**src/cssp_pkg.sv**
```systemverilog
// package for the clip stack scissor planner: types, codes and widths
// no dependencies
`timescale 1ns / 1ps
`default_nettype none
package cssp_pkg;

  localparam int unsigned ClipDepth = 16;
  localparam int unsigned DepthW    = $clog2(ClipDepth + 1);
  localparam int unsigned IdxW      = (ClipDepth > 1) ? $clog2(ClipDepth) : 1;

  // command kinds
  localparam logic [2:0] KindPush  = 3'd0;
  localparam logic [2:0] KindPop   = 3'd1;
  localparam logic [2:0] KindQuad  = 3'd2;
  localparam logic [2:0] KindDebug = 3'd5;

  // configuration register indexes
  localparam logic [2:0] RegVpX = 3'd0;
  localparam logic [2:0] RegVpY = 3'd1;
  localparam logic [2:0] RegVpW = 3'd2;
  localparam logic [2:0] RegVpH = 3'd3;
  localparam logic [2:0] RegSfW = 3'd4;
  localparam logic [2:0] RegSfH = 3'd5;

  // divider operand widths: numerator up to 26b * 15b, denominator 23b
  localparam int unsigned NumW = 41;
  localparam int unsigned DenW = 23;
  localparam int unsigned QW   = 41;

  typedef struct packed {
    logic             start;
    logic [NumW-1:0]  num;   // magnitude
    logic [DenW-1:0]  den;
  } div_req_t;

  typedef struct packed {
    logic             done;
    logic [QW-1:0]    quot;
    logic             rem_nz;
  } div_rsp_t;

  typedef enum logic [3:0] {
    StIdle, StClip, StCheck, StMul, StDivGo, StDivWait, StFix, StOut
  } state_e;

endpackage
`default_nettype wire

```
**src/cssp_stack.sv**
```systemverilog
// clip rectangle stack memory with registered read of the top entry
// depends on cssp_pkg
`timescale 1ns / 1ps
`default_nettype none
module cssp_stack (
  input  wire logic                   clk_i,
  input  wire logic                   we_i,
  input  wire logic [cssp_pkg::IdxW-1:0] waddr_i,
  input  wire logic [95:0]            wdata_i,
  input  wire logic [cssp_pkg::IdxW-1:0] raddr_i,
  output logic [95:0]                 rdata_o
);
  import cssp_pkg::*;

  logic [95:0] mem_q [ClipDepth];

  always_ff @(posedge clk_i) begin
    if (we_i) begin
      mem_q[waddr_i] <= wdata_i;
    end
    rdata_o <= mem_q[raddr_i];
  end
endmodule
`default_nettype wire

```
**config.mk**
```make
export PLATFORM = sky130hd
export DESIGN_NAME = cssp_stack
export DESIGN_NICKNAME = d
export VERILOG_FILES = /design/src/cssp_pkg.sv /design/src/cssp_stack.sv
export SDC_FILE = /design/constraint.sdc
export NUM_CORES = 1
export LEC_CHECK = 0
export ABC_CLOCK_PERIOD_IN_PS = 10500
export BUFFER_PORTS_ARGS = -buffer_cell sky130_fd_sc_hd__clkbuf_2
export CAP_MARGIN = 20
export CORE_MARGIN = 2
export CORE_UTILIZATION = 55
export DETAILED_ROUTE_END_ITERATION = 12
export MAX_ROUTING_LAYER = met4
export PLACE_DENSITY = 0.72
export SYNTH_ARGS = -nofsm -noshare
export SYNTH_HDL_FRONTEND = slang
export SYNTH_SLANG_ARGS = --single-unit
```
**constraint.sdc**
```tcl
create_clock -name clk_i -period 10.5 [get_ports clk_i]
set_clock_uncertainty 0.05 [all_clocks]
set_input_delay 0.525 -clock clk_i [delete_from_list [all_inputs] [get_ports clk_i]]
set_output_delay 0.525 -clock clk_i [all_outputs]
set_load 0.05 [all_outputs]
```
==> results of run 1 <==
## worst max-delay path: cells and delay by family
family                 cells  cell delay, ps
buffers and inverters      3            1560
and+or+nand+nor            2            1410
## kinds of logic after synthesis
kind of cell / after synthesis / synth area share [%]
buf+inv: 129 / 1.225
simple gates: 123 / 0.8305
mux: 384 / 14.57
flops: 1632 / 80.95
compound gates: 192 / 2.428
## cell usage after synthesis
library cell / instances
nor3_1: 4
a22oi_1: 192
buf_4: 19
or3b_2: 1
buf_6: 21
buf_2: 11
clkbuf_1: 46
edfxtp_1: 1536
nand3_1: 1
nand2_1: 97
nor2_1: 13
nand3b_1: 2
buf_1: 32
mux4_2: 384
and2_1: 1
nor2b_1: 2
dfxtp_1: 96
nand2b_1: 2
## layer usage
metal / vias to the layer above / global-route usage, %
met1: 14571 / 33.02
met4: 0 / 6.983
met5: - / -
li1: 11127 / -
met2: 1260 / 39.57
met3: 182 / 4.950
## power by group
part	switching, uW	internal (uW)
Clock	2340	3170
Sequential	55.5	7280
Combinational	507	247
Total	2900	10700
## through the flow
step                worst slack (ps)  hold slack, ps
finish                          7235           107.3
CTS                             7206           58.62
detailed placement              6394           601.3
global placement                6457           598.2
floorplan                       2247           573.9
global route                    6898           112.1
## state kept, by name, summed over array words and instances (netlist names)
register	flops
rdata_o	96
mem_q	1536
## final cells by class
class                   count  area (um^2)
fillers                  6898        39950
diodes                     19        47.55
clock buffers             219         4344
clock inverters            70        715.7
flip-flops and latches   1632        48050
repair buffers            254         1474
well taps                1403         1755
multi-input cells         699        10720
## path summary, 6_finish.rpt
check,slack (ps),cells after the start,startpoint,to
min,110,1,wdata_i[62],mem_q[14][62]
max,7230,5,waddr_i[2],mem_q[1][81]
min reg2reg,620,3,mem_q[15][35],rdata_o[35]
max reg2reg,9010,3,mem_q[3][94],rdata_o[94]
==> results.sh, run 1 <==
export IMPL_status="finished, final reports clean"
export IMPL_clockBufferDepth=3
export IMPL_path_max_fanout=38
export IMPL_syn_to_final_growth_pct=13.05
export IMPL_cts_hold_fix_buffers=0
export IMPL_antenna_found_initial=21
export IMPL_setup_viol=0
export IMPL_final_cell_area_um2=67100
export IMPL_critPathMostFrequentCell="buf_4"
export IMPL_top_layer="met4"
export IMPL_syn_area_per_cell_um2=24.13
export IMPL_synth_cells=2460
export IMPL_grt_pass1_vias=28202
export IMPL_placed_area_um2=61990
export IMPL_cts_resized=0
export IMPL_hold_violations=0
export IMPL_p_total_uw=13610
export IMPL_slew_headroom_pct=23.46
export IMPL_hp_class="in2reg"
export IMPL_drv_cap=0
export IMPL_drt_vias_per_instance=6.318
export IMPL_cts_buffers=156
export IMPL_fin_cells=4296
export IMPL_synth_distinct_cells=18
export IMPL_crit_slowest_cell="nor2_4"
export IMPL_synth_seq_cells=1632
export IMPL_ant_nets=0
export IMPL_worst_pin_slew_ps=1148
export IMPL_cp_arrival_ps=3590
export IMPL_crit_type="in2reg"
export IMPL_p_leak_uw=0.02155
export IMPL_cts_tree="yes"
export IMPL_slew_violations=0
export IMPL_synth_top_area_share_pct=77.71
export IMPL_core_um2=107100
export IMPL_power_density_nw_per_um2=202.8
export IMPL_die_h_um=332.5
export IMPL_num_vias=27140
export IMPL_cts_sinks=1632
export IMPL_overflow=0
export IMPL_nets=2849
export IMPL_synth_yosys_seq_area_share_pct=80.95
export IMPL_synth_area_leader_cell="edfxtp_1"
export IMPL_synth_nets=2566
export IMPL_wl_met2_um=66690
export IMPL_drc_errors=0
export IMPL_io_pins=202
export IMPL_row_count=120
export IMPL_routed_wirelength_um=131200
export IMPL_fin_crit_ps=3265
export IMPL_rsz0062_at_grt="false"
export IMPL_clk_latency_ps=760
export IMPL_vdd_drop_max_mv=0.1245
export IMPL_setup_tns_ps=0
export IMPL_die_x_um=332.5
export IMPL_cts_root_buf="clkbuf_16"
export IMPL_wirelength_met1_um=51120
export IMPL_grt_total_usage_pct=24.79
export IMPL_grt_max_degree=148
export IMPL_cpPeakStageDelay_ps=820
export IMPL_postCtsSetupRepairBufs=0
export IMPL_dpl_cell_count=3988
export IMPL_min_period_over_period_pct=31.10
export IMPL_drt_initial_drc_count=3214
export IMPL_wl_met3_um=10740
export IMPL_syn_cell_area_um2=59360
export IMPL_dp_hpwl_um=64490
export IMPL_mostFrequentLayoutCells="1,536 x edfxtp_1, 384 x mux4_2, 199 x clkbuf_2"
export IMPL_crit_chain="clkbuf_2, or3b_2, nor2_4, buf_4, buf_4"
export IMPL_post_route_util_pct=62.68
export IMPL_drive_gt1_share_pct=30.41
export IMPL_layout_commonest_cell="edfxtp_1"
export IMPL_synth_warnings=0
export IMPL_port_buffer_count=201
export IMPL_wl_per_cell_um=30.53
export IMPL_dr_pass1_iters=5
export IMPL_grt_pass1_wl_um=191900
export IMPL_gp_congestion=0.7424
export IMPL_htreeDepth=4
export IMPL_initial_core_util_pct=55.45
export IMPL_clk_pin_slew_ps=60
export IMPL_end_kind="flop"
export IMPL_ys_top_cells_by_area="edfxtp_1 78%, mux4_2 15%, dfxtp_1 3.2%"
export IMPL_max_freq_mhz=306.2
export IMPL_critPathLaunchType="primary input"
export IMPL_dieArea_um2=110600
export IMPL_worst_ep_required_time_ps=10820
No activity file was read; power rests on OpenSTA's default activity.
==> run 2: changes to the inputs <==
--- a/config.mk
+++ b/config.mk
@@ -5,7 +5,7 @@
 export SDC_FILE = /design/constraint.sdc
 export NUM_CORES = 1
 export LEC_CHECK = 0
-export ABC_CLOCK_PERIOD_IN_PS = 10500
+export ABC_CLOCK_PERIOD_IN_PS = 3390
 export BUFFER_PORTS_ARGS = -buffer_cell sky130_fd_sc_hd__clkbuf_2
 export CAP_MARGIN = 20
 export CORE_MARGIN = 2
==> constraint.sdc (replaced) <==
create_clock -name clk_i -period 3.39 [get_ports clk_i]
set_clock_uncertainty 0.05 [all_clocks]
set_input_delay 0.1695 -clock clk_i [delete_from_list [all_inputs] [get_ports clk_i]]
set_output_delay 0.1695 -clock clk_i [all_outputs]
set_load 0.05 [all_outputs]
==> run 2 against run 1 <==
Final cell count grew 2.4%. Setup slack got worse by 5600 ps. Via count rose by 1.9%. Non-clock buffer count grew 114. Core utilization grew 1.7 points. Global-route usage is essentially flat. Register-to-register slack worse by 7100 ps. First-iteration DRC count rose by 5.6%. Critical path type is now reg2out. Largest cell class unchanged. Largest power group unchanged.
==> results.sh, run 2 (synthesis results as in run 1) <==
export IMPL_largest_register="mem_q"
export IMPL_worst_ep_required_time_ps=3170
export IMPL_power_density_nw_per_um2=620.2
export IMPL_p_leak_uw=0.02232
export IMPL_cts_root_buf="clkbuf_16"
export IMPL_whs_ps=52.11
export IMPL_port_buffer_count=201
export IMPL_row_count=120
export IMPL_hold_violations=0
export IMPL_grt_max_degree=97
export IMPL_p_total_uw=42750
export IMPL_ant_nets=0
export IMPL_cp_arrival_ps=1560
export IMPL_mostFrequentLayoutCells="1,536 x edfxtp_1, 384 x mux4_2, 199 x clkbuf_2"
export IMPL_largest_reg_flops=1536
export IMPL_io_pins=202
export IMPL_status="finished, final reports clean"
export IMPL_critPathLaunchType="flop"
export IMPL_critPathTopFamily="flip-flops"
export IMPL_worst_pin_slew_ps=889.2
export IMPL_slew_headroom_pct=40.72
export IMPL_postCtsSetupRepairBufs=0
export IMPL_rsz0062_at_grt="false"
export IMPL_initial_core_util_pct=55.45
export IMPL_die_h_um=332.5
export IMPL_cp_num_buf_inv=1
export IMPL_die_x_um=332.5
export IMPL_gp_congestion=0.7202
export IMPL_dp_hpwl_um=60680
export IMPL_layout_commonest_cell="edfxtp_1"
export IMPL_antenna_found_initial=10
export IMPL_clockBufferDepth=3
export IMPL_grt_total_usage_pct=24.81
export IMPL_cts_tree="yes"
export IMPL_r2r_setup_slack_ps=1940
export IMPL_crit_type="reg2out"
export IMPL_cts_sinks=1632
export IMPL_hp_class="in2reg"
export IMPL_drive_gt1_share_pct=30.30
export IMPL_clk_latency_ps=750
export IMPL_grt_pass1_vias=28755
export IMPL_htreeDepth=4
export IMPL_num_vias=27644
export IMPL_grt_pass1_wl_um=192400
export IMPL_drt_initial_drc_count=3395
export IMPL_crit_slowest_cell="dfxtp_1"
export IMPL_path_max_fanout=2
export IMPL_end_kind="output port"
export IMPL_fin_crit_ps=1784
export IMPL_setup_viol=0
export IMPL_routed_wirelength_um=131300
export IMPL_nets=2961
export IMPL_dieArea_um2=110600
export IMPL_cpPeakStageDelay_ps=480
export IMPL_min_period_over_period_pct=52.64
export IMPL_vdd_drop_max_mv=0.4443
export IMPL_top_regs="mem_q (1536), rdata_o (96)"
export IMPL_dr_pass1_iters=6
export IMPL_core_um2=107100
export IMPL_drc_errors=0
export IMPL_clk_pin_slew_ps=60
export IMPL_syn_to_final_growth_pct=16.14
export IMPL_crit_chain="clkbuf_2"
export IMPL_wl_per_cell_um=29.84
export IMPL_overflow=0
export IMPL_drv_cap=0
export IMPL_cts_buffers=154
export IMPL_max_freq_mhz=560.4
export IMPL_slew_violations=0
export IMPL_drt_vias_per_instance=6.281
-- run 2: cell types whose count changed in the layout (fill, tap and decap cells not counted), moves of 5 or more --
cell	delta
buf_12	+45
buf_4	-27
clkbuf_1	-8
clkbuf_8	+9
clkinv_1	-6
clkinv_2	+5
diode_2	-8
dlygate4sd3_1	+96
-- run 2: layer usage --
layer  share of wire [%]  GRT usage (%)  up-vias
li1                    -              -    11368
met1                  40          34.69    14738
met2                  49          38.33     1338
met3                 8.4          4.722      200
met4                 2.0          6.373        0
met5                   0              -        -
-- run 2: timing repair --
action | 4_1_cts | 5_1_grt
gates resized for setup | 0 | 0
hold endpoints to repair | 1536 | 0
hold buffers | 96 | 0
-- run 2: worst paths after layout --
| path | end | depth (start not counted) | start |
|---|---|---|---|
| worst max-delay path | rdata_o[93] | 1 | rdata_o[93] |
| worst min-delay path | mem_q[1][88] | 3 | waddr_i[3] |
| worst max register to register | rdata_o[12] | 3 | mem_q[3][12] |
| worst min register to register | rdata_o[62] | 3 | mem_q[14][62] |
-- run 2: power by group --
group | switching, uW | internal [uW] | leakage [uW]
clock network | 7110 | 10400 | 0.00257
logic | 1610 | 886 | 0.00507
registers | 188 | 22600 | 0.0147
total | 8910 | 33800 | 0.0223
-- run 2: area by class of cell --
class                   instances  area (um^2)
diodes                         11        27.53
clock buffers                 223         4513
multi-input cells             699        10750
clock inverters                65        715.7
flip-flops and latches       1632        48050
fillers                      6662        38120
well taps                    1403         1755
repair buffers                368         3133
-- run 2: per-stage QoR --
step	setup TNS [ps]	util [%]	cells	setup slack [ps]	instance area [um^2]
floorplan	-500750	-	2460	-1607	59450
global placement	0	58.59	4006	1182	62720
detailed placement	0	58.59	4006	1194	62720
CTS	0	64.37	4390	1568	68910
global route	0	64.39	4400	1516	68930
finish	0	64.39	4401	1606	68940
