$ cat config.mk
export PLATFORM = sky130hd
export DESIGN_NAME = cssp_divider
export DESIGN_NICKNAME = d
export VERILOG_FILES = /design/src/cssp_pkg.sv /design/src/cssp_divider.sv
export SDC_FILE = /design/constraint.sdc
export NUM_CORES = 1
export LEC_CHECK = 0
export BUFFER_PORTS_ARGS = -buffer_cell sky130_fd_sc_hd__buf_2
export CAP_MARGIN = 20
export CORE_MARGIN = 2
export CORE_UTILIZATION = 40
export DETAILED_ROUTE_END_ITERATION = 16
export PLACE_DENSITY = 0.65
export SYNTH_ARGS = -nofsm -noshare
export SYNTH_HDL_FRONTEND = slang
export SYNTH_SLANG_ARGS = --single-unit
$ cat constraint.sdc
create_clock -name clk_i -period 3 [get_ports clk_i]
set_input_delay 0.6 -clock clk_i [delete_from_list [all_inputs] [get_ports clk_i]]
set_output_delay 0.6 -clock clk_i [all_outputs]
set_load 0.02 [all_outputs]
$ cat src/cssp_pkg.sv
// package for the clip stack scissor planner: types, codes and widths
// no dependencies
`timescale 1ns / 1ps
`default_nettype none
package cssp_pkg;

  localparam int unsigned ClipDepth = 16;
  localparam int unsigned DepthW    = $clog2(ClipDepth + 1);
  localparam int unsigned IdxW      = (ClipDepth > 1) ? $clog2(ClipDepth) : 1;

  // command kinds
  localparam logic [2:0] KindPush  = 3'd0;
  localparam logic [2:0] KindPop   = 3'd1;
  localparam logic [2:0] KindQuad  = 3'd2;
  localparam logic [2:0] KindDebug = 3'd5;

  // configuration register indexes
  localparam logic [2:0] RegVpX = 3'd0;
  localparam logic [2:0] RegVpY = 3'd1;
  localparam logic [2:0] RegVpW = 3'd2;
  localparam logic [2:0] RegVpH = 3'd3;
  localparam logic [2:0] RegSfW = 3'd4;
  localparam logic [2:0] RegSfH = 3'd5;

  // divider operand widths: numerator up to 26b * 15b, denominator 23b
  localparam int unsigned NumW = 41;
  localparam int unsigned DenW = 23;
  localparam int unsigned QW   = 41;

  typedef struct packed {
    logic             start;
    logic [NumW-1:0]  num;   // magnitude
    logic [DenW-1:0]  den;
  } div_req_t;

  typedef struct packed {
    logic             done;
    logic [QW-1:0]    quot;
    logic             rem_nz;
  } div_rsp_t;

  typedef enum logic [3:0] {
    StIdle, StClip, StCheck, StMul, StDivGo, StDivWait, StFix, StOut
  } state_e;

endpackage
`default_nettype wire

$ cat src/cssp_divider.sv
// radix-2 restoring divider, one quotient bit per cycle
// depends on cssp_pkg
`timescale 1ns / 1ps
`default_nettype none
module cssp_divider (
  input  wire logic              clk_i,
  input  wire logic              rst_ni,
  input  cssp_pkg::div_req_t     req_i,
  output cssp_pkg::div_rsp_t     rsp_o
);
  import cssp_pkg::*;

  localparam int unsigned CntW = $clog2(NumW + 1);

  logic [NumW-1:0] quot_q, quot_d;
  logic [DenW:0]   rem_q, rem_d;
  logic [DenW-1:0] den_q, den_d;
  logic [CntW-1:0] cnt_q, cnt_d;
  logic            busy_q, busy_d, done_q, done_d;
  logic [DenW:0]   trial;
  logic [DenW+1:0] diff;

  always_comb begin
    quot_d = quot_q;
    rem_d  = rem_q;
    den_d  = den_q;
    cnt_d  = cnt_q;
    busy_d = busy_q;
    done_d = 1'b0;
    trial  = {rem_q[DenW-1:0], quot_q[NumW-1]};
    diff   = {1'b0, trial} - {2'b00, den_q};
    if (req_i.start) begin
      quot_d = req_i.num;
      rem_d  = '0;
      den_d  = req_i.den;
      cnt_d  = CntW'(NumW);
      busy_d = 1'b1;
    end else if (busy_q) begin
      if (!diff[DenW+1]) begin
        rem_d  = diff[DenW:0];
        quot_d = {quot_q[NumW-2:0], 1'b1};
      end else begin
        rem_d  = trial;
        quot_d = {quot_q[NumW-2:0], 1'b0};
      end
      cnt_d = cnt_q - 1'b1;
      if (cnt_q == CntW'(1)) begin
        busy_d = 1'b0;
        done_d = 1'b1;
      end
    end
  end

  always_ff @(posedge clk_i or negedge rst_ni) begin
    if (!rst_ni) begin
      busy_q <= 1'b0;
      done_q <= 1'b0;
      cnt_q  <= '0;
    end else begin
      busy_q <= busy_d;
      done_q <= done_d;
      cnt_q  <= cnt_d;
    end
  end

  always_ff @(posedge clk_i) begin
    quot_q <= quot_d;
    rem_q  <= rem_d;
    den_q  <= den_d;
  end

  assign rsp_o.done   = done_q;
  assign rsp_o.quot   = quot_q;
  assign rsp_o.rem_nz = (rem_q != '0);
endmodule
`default_nettype wire

==> results.json, run 1 <==
{
  "path_cells": "inv_1, ha_1, fa_1, and2b_1, o2111ai_1, a21oi_2, o211ai_1, and3_1, buf_4, a32oi_1, o21ai_0",
  "cts_tree": "yes",
  "clock_latency_ns": 0.36,
  "fmax_mhz": 362,
  "finClkSkew_ns": 0.0118,
  "setup_viol": 0,
  "hold_viol": 0,
  "ys_ff_latch": 96,
  "fin_crit_sh_pct": 92.1,
  "drive_gt1_share_pct": 34.0,
  "port_buffers": 109,
  "drcViolationCount": 0,
  "grt_max_degree": 42,
  "status": "complete, no violations",
  "avgSynthCellArea_um2": 11.3,
  "powerDensity_mw_per_mm2": 543,
  "crit_fanout": 28,
  "synth_edf_count": 64,
  "area_delta_synth_final_pct": 20.6,
  "final_cells": 752,
  "dr.pass1.iters": 5,
  "synth_area_mm2": 0.00521,
  "p_leak_nw": 2.68,
  "drt-initial-drc-count": 218,
  "worstReg2RegEnd": "rem_q[14]",
  "crit_path_end_kind": "flop",
  "routed_wl_mm": 12.3,
  "gr-total-overflow": 0,
  "worstMarginPinSlew_ns": 0.535,
  "crit_slowest_cell": "fa_1",
  "async_flop_share_pct": 8.33,
  "max_stage_delay_ns": 0.41,
  "cp.arrival_ns": 2.99,
  "num_io_pins": 110,
  "worst_setup_path_start_kind": "flop",
  "mostFrequentLayoutCell": "buf_2",
  "yosys_warnings": 0,
  "required_ns": 3.23,
  "diodes": 0,
  "clkTransAtPathRegs_ns": 0.07,
  "seq_area_frac_synth_pct": 49.9,
  "hpwl_mm": 8.93,
  "cts_max_level": 3,
  "initial_core_util_pct": 41.1,
  "rows": 41,
  "ys.flop_type": "edfxtp_1",
  "cts_buffer_depth": 2,
  "rsz0062_at_grt": "false",
  "die_h_um": 118,
  "vias": 3984,
  "yosys.cell_types.count": 60,
  "cts_root_buf": "clkbuf_16",
  "drtAntennaViolNets": 0,
  "wl_per_cell_um": 16.4,
  "dp_cells": 736,
  "routabilityCongestion": 0.983,
  "antenna_found_initial": 0,
  "die_area_mm2": 0.0140,
  "cap_violations": 0,
  "r2r_start": "quot_q[40]",
  "rrSetupSlack_ns": 0.24,
  "synth.net_count": 556,
  "peakVddDrop_uv": 356,
  "syn_inst": 463,
  "setup_tns_ns": 0,
  "nets": 668,
  "die_w_um": 118,
  "clock-sinks": 96,
  "drv_slew": 0,
  "period_needed_ns": 2.76,
  "critPathKind": "reg2reg",
  "track_usage_pct": 18.2,
  "cts_made_buffers": 9,
  "maxSlewHeadroom_pct": 63.9,
  "viasPerCell": 5.30,
  "min_path_type": "in2async",
  "core-area_mm2": 0.0127,
  "postCtsHoldBufs": 0,
  "grt_pass1_vias": 4037,
  "final_cell_mix": "108 x buf_2, 64 x edfxtp_1, 41 x mux2_2, 36 x nand2_1, 29 x inv_1",
  "grt_pass1_wl_mm": 20.4,
  "reg2regPathDepth": 11
}
## sequential cells by signal, indices dropped and copies added (netlist names)
signal	flops
busy_q	1
cnt_q	6
den_q	23
rem_q	24
quot_q	41
done_q	1
## logic make-up (layout without fill, tap and decap cells)
group / Yosys count / after routing / synth area share, %
AO/OA/AOI/OAI: 107 / 107 / 15.3
multiplexers: 43 / 43 / 9.24
adder cells (fa/ha/maj): 26 / 26 / 6.38
flip-flops: 96 / 96 / 49.9
XOR/XNOR: 22 / 22 / 3.70
buffers and inverters: 51 / 168 / 4.39
AND/OR/NAND/NOR: 118 / 118 / 11.1
## layout make-up
type | count | area, um2
flip-flops and latches | 96 | 2600
fillers | 1195 | 6380
well taps | 172 | 215
repair buffers | 123 | 653
clock buffers | 9 | 225
inverters | 29 | 109
multi-input cells | 316 | 2380
clock inverters | 7 | 101
## power breakdown
group          internal [W]  switching, W  total, W
Combinational      0.000239      0.000315  0.000554
Clock              0.000741      0.000531   0.00127
Sequential          0.00153     0.0000622   0.00159
Total               0.00251      0.000908   0.00341
## worst max-delay path by stage
| stage | slack [ns] | from | to |
|---|---|---|---|
| 6_report | 0.24 | quot_q[40] | rem_q[14] |
| 5_1_grt | 0.01 | quot_q[40] | rem_q[17] |
| 4_1_cts | 0.24 | quot_q[40] | rem_q[14] |
| 3_5_place_dp | 0.27 | quot_q[40] | rem_q[14] |
| 3_3_place_gp | 0.37 | quot_q[40] | rem_q[8] |
| 2_1_floorplan | 0.32 | quot_q[40] | rem_q[6] |
## synthesized netlist by cell type (3+ instances only)
| master | number | share of area [%] |
|---|---|---|
| nor3_1 | 9 | 0.86 |
| o21ai_0 | 21 | 2.0 |
| xnor2_1 | 17 | 2.9 |
| o21bai_1 | 4 | 0.58 |
| nand2b_1 | 6 | 0.72 |
| nand4_1 | 3 | 0.36 |
| nand2_2 | 3 | 0.36 |
| nor2_1 | 28 | 2.0 |
| buf_2 | 5 | 0.48 |
| dfxtp_1 | 24 | 9.2 |
| o211ai_1 | 3 | 0.43 |
| nor2b_1 | 3 | 0.36 |
| nand2_1 | 36 | 2.6 |
| clkbuf_1 | 9 | 0.65 |
| a311oi_2 | 3 | 0.86 |
| o21a_1 | 5 | 0.72 |
| o31ai_1 | 7 | 1.0 |
| nand3_1 | 5 | 0.48 |
| ha_1 | 25 | 6.0 |
| xor2_1 | 5 | 0.84 |
| o41ai_1 | 3 | 0.50 |
| a211oi_1 | 3 | 0.43 |
| inv_1 | 29 | 2.1 |
| nor4_1 | 10 | 1.2 |
| a32oi_1 | 10 | 1.7 |
| a21oi_1 | 15 | 1.4 |
| mux2_2 | 41 | 8.9 |
| o311ai_0 | 4 | 0.67 |
| a311oi_1 | 5 | 0.84 |
| dfrtp_1 | 8 | 3.8 |
| edfxtp_1 | 64 | 37 |
| and3_1 | 5 | 0.60 |
| a21o_1 | 9 | 1.3 |
| buf_1 | 4 | 0.29 |
## critical path, delay by kind of cell (launching register included)
family | cells | cell delay (ns)
buffers and inverters | 2 | 0.29
and+or+nand+nor | 2 | 0.44
AOI/OAI and AO/OA | 5 | 0.90
adders and majority gates | 2 | 0.62
DFF | 1 | 0.36
## metal layers
| metal | vias up | GRT usage, % | routed length [um] |
|---|---|---|---|
| li1 | 1969 | - | - |
| met5 | - | 0 | 0 |
| met1 | 1875 | 24.1 | 5660 |
| met3 | 13 | 4.68 | 739 |
| met4 | 0 | 7.15 | 224 |
| met2 | 127 | 28.6 | 5670 |
## through the flow
step	hold WS [ns]	util, %	cell area, um2	power (W)	worst slack, ns
finish	0.0704	49.6	6290	0.00341	0.237
global route	0.0668	49.6	6290	0.00357	0.0102
CTS	0.0662	49.6	6290	0.00345	0.240
detailed placement	0.451	47.1	5960	0.00217	0.271
global placement	0.450	47.1	5960	0.00216	0.371
floorplan	0.304	-	5210	0.00198	0.317
## what timing repair did
action                                  in CTS  in global routing
endpoints found under the setup margin       0                  1
buffers inserted                             0                  0
resized for setup                            0                  1
(Power assumes the default switching activity.)
==> run 2, diff against run 1 <==
PLACE_DENSITY = 0.62   (was 0.65)
==> results.json, run 2 (synthesized netlist as in run 1, its figures left out) <==
{
  "status": "complete, no violations",
  "num_io_pins": 110,
  "drt-initial-drc-count": 253,
  "drive_gt1_share_pct": 33.6,
  "setup_tns_ns": 0,
  "diodes": 0,
  "rows": 41,
  "grt_pass1_wl_mm": 19.6,
  "peakVddDrop_uv": 314,
  "fillers": 1192,
  "p_leak_nw": 2.66,
  "critPathKind": "reg2reg",
  "cp.arrival_ns": 3.03,
  "mostFrequentLayoutCell": "buf_2",
  "die_h_um": 118,
  "worst_setup_path_start_kind": "flop",
  "worstMarginPinSlew_ns": 0.726,
  "regArea_mm2": 0.00260,
  "cap_violations": 0,
  "hold_viol": 0,
  "routed_wl_mm": 12.1,
  "path_buf_inv": 1,
  "cts_tree": "yes",
  "dp_slack_ns": 0.268,
  "min_path_type": "in2async",
  "initial_core_util_pct": 41.1,
  "track_usage_pct": 17.6,
  "crit_path_end_kind": "flop",
  "setup_viol": 0,
  "postCtsHoldBufs": 0,
  "multi_input_area_mm2": 0.00238,
  "cts_buffer_depth": 2,
  "die_area_mm2": 0.0140,
  "clock-sinks": 96,
  "fmax_mhz": 360,
  "gr-total-overflow": 0,
  "viasPerCell": 5.30,
  "finClkSkew_ns": 0.00654,
  "clock_latency_ns": 0.35,
  "cts_root_buf": "clkbuf_16",
  "vias": 3983,
  "powerDensity_mw_per_mm2": 516,
  "die_w_um": 118,
  "max_stage_delay_ns": 0.41,
  "top_regs": "quot_q (41), rem_q (24), den_q (23)",
  "total_power_w": 0.00322,
  "clkTransAtPathRegs_ns": 0.07,
  "drv_slew": 0,
  "nets": 668,
  "wl_per_cell_um": 16.1,
  "grt_max_degree": 59,
  "hpwl_mm": 8.88,
  "cts_made_buffers": 9,
  "cts_resized": 0,
  "cts_max_level": 3,
  "rsz0062_at_grt": "false",
  "dr.pass1.iters": 5,
  "drtAntennaViolNets": 0,
  "cts_setup_buffers": 0,
  "final_cell_mix": "108 x buf_2, 64 x edfxtp_1, 41 x mux2_2, 36 x nand2_1, 29 x inv_1",
  "final_cells": 752,
  "routabilityCongestion": 0.916,
  "fin_crit_sh_pct": 92.7,
  "core-area_mm2": 0.0127,
  "crit_slowest_cell": "fa_1",
  "top_register": "quot_q",
  "dp_cells": 736,
  "crit_fanout": 4,
  "antenna_found_initial": 0,
  "largest_reg_flops": 41,
  "path_delay_family": "simple AND/OR/NAND/NOR gates",
  "period_needed_ns": 2.78,
  "worst_slack_ns": 0.219,
  "port_buffers": 109,
  "drcViolationCount": 0,
  "maxSlewHeadroom_pct": 51.6,
  "required_ns": 3.25,
  "area_delta_synth_final_pct": 19.6,
  "grt_pass1_vias": 3912,
  "path_cells": "inv_1, ha_1, fa_1, and2b_1, o2111ai_1, a21oi_2, o211ai_1, and3_1, or3_1, a311oi_1"
}
-- run 2: report_power, final --
group / leakage, nW / switching, W / internal [W]
clock network: 0.137 / 0.000510 / 0.000564
registers: 0.947 / 0.0000611 / 0.00153
logic: 1.57 / 0.000316 / 0.000240
total: 2.66 / 0.000887 / 0.00233
-- run 2: worst reg2reg max path, cell delays in order, from the launching register on --
cell and delay (ns):
edfxtp_1 0.38, inv_1 0.06, ha_1 0.21, fa_1 0.41, and2b_1 0.23, o2111ai_1 0.16
a21oi_2 0.25, o211ai_1 0.13, and3_1 0.23, or3_1 0.37, a311oi_1 0.26
-- run 2: worst paths after layout --
path                       cells after the start  startpoint   endpoint  slack, ns
setup / recovery                              10  quot_q[40]   rem_q[6]       0.22
hold / removal                                 1      rst_ni     busy_q       0.09
setup reg to reg                              10  quot_q[40]   rem_q[6]       0.22
hold reg to reg                                2   rem_q[23]  rem_q[23]       0.49
max in group asynchronous                      1      rst_ni   cnt_q[4]       2.75
min in group clk_i                             1    req_i[3]   den_q[3]       0.43
-- run 2: stage by stage --
stage | utilization, % | hold WS [ns] | instance area, um2
2_1_floorplan | - | 0.304 | 5210
3_3_place_gp | 47.1 | 0.451 | 5960
3_5_place_dp | 47.1 | 0.450 | 5960
4_1_cts | 49.2 | 0.0765 | 6230
5_1_grt | 49.2 | 0.0879 | 6230
6_report | 49.2 | 0.0855 | 6230
-- run 2: cell type report --
type                            count  share of cell area (%)
Clock buffer                        9                    3.61
Timing Repair Buffer              123                    10.5
Inverter                           29                    1.75
Tap cell                          172                    3.45
Sequential cell                    96                    41.8
Multi-Input combinational cell    316                    38.2
Clock inverter                      7                   0.743
-- run 2: metal layers --
layer	up-vias	global-route usage, %	share of wire (%)
li1	1966	-	-
met1	1893	23.9	48
met2	105	26.7	44
met3	19	4.63	5.6
met4	0	6.93	2.0
met5	-	0	0
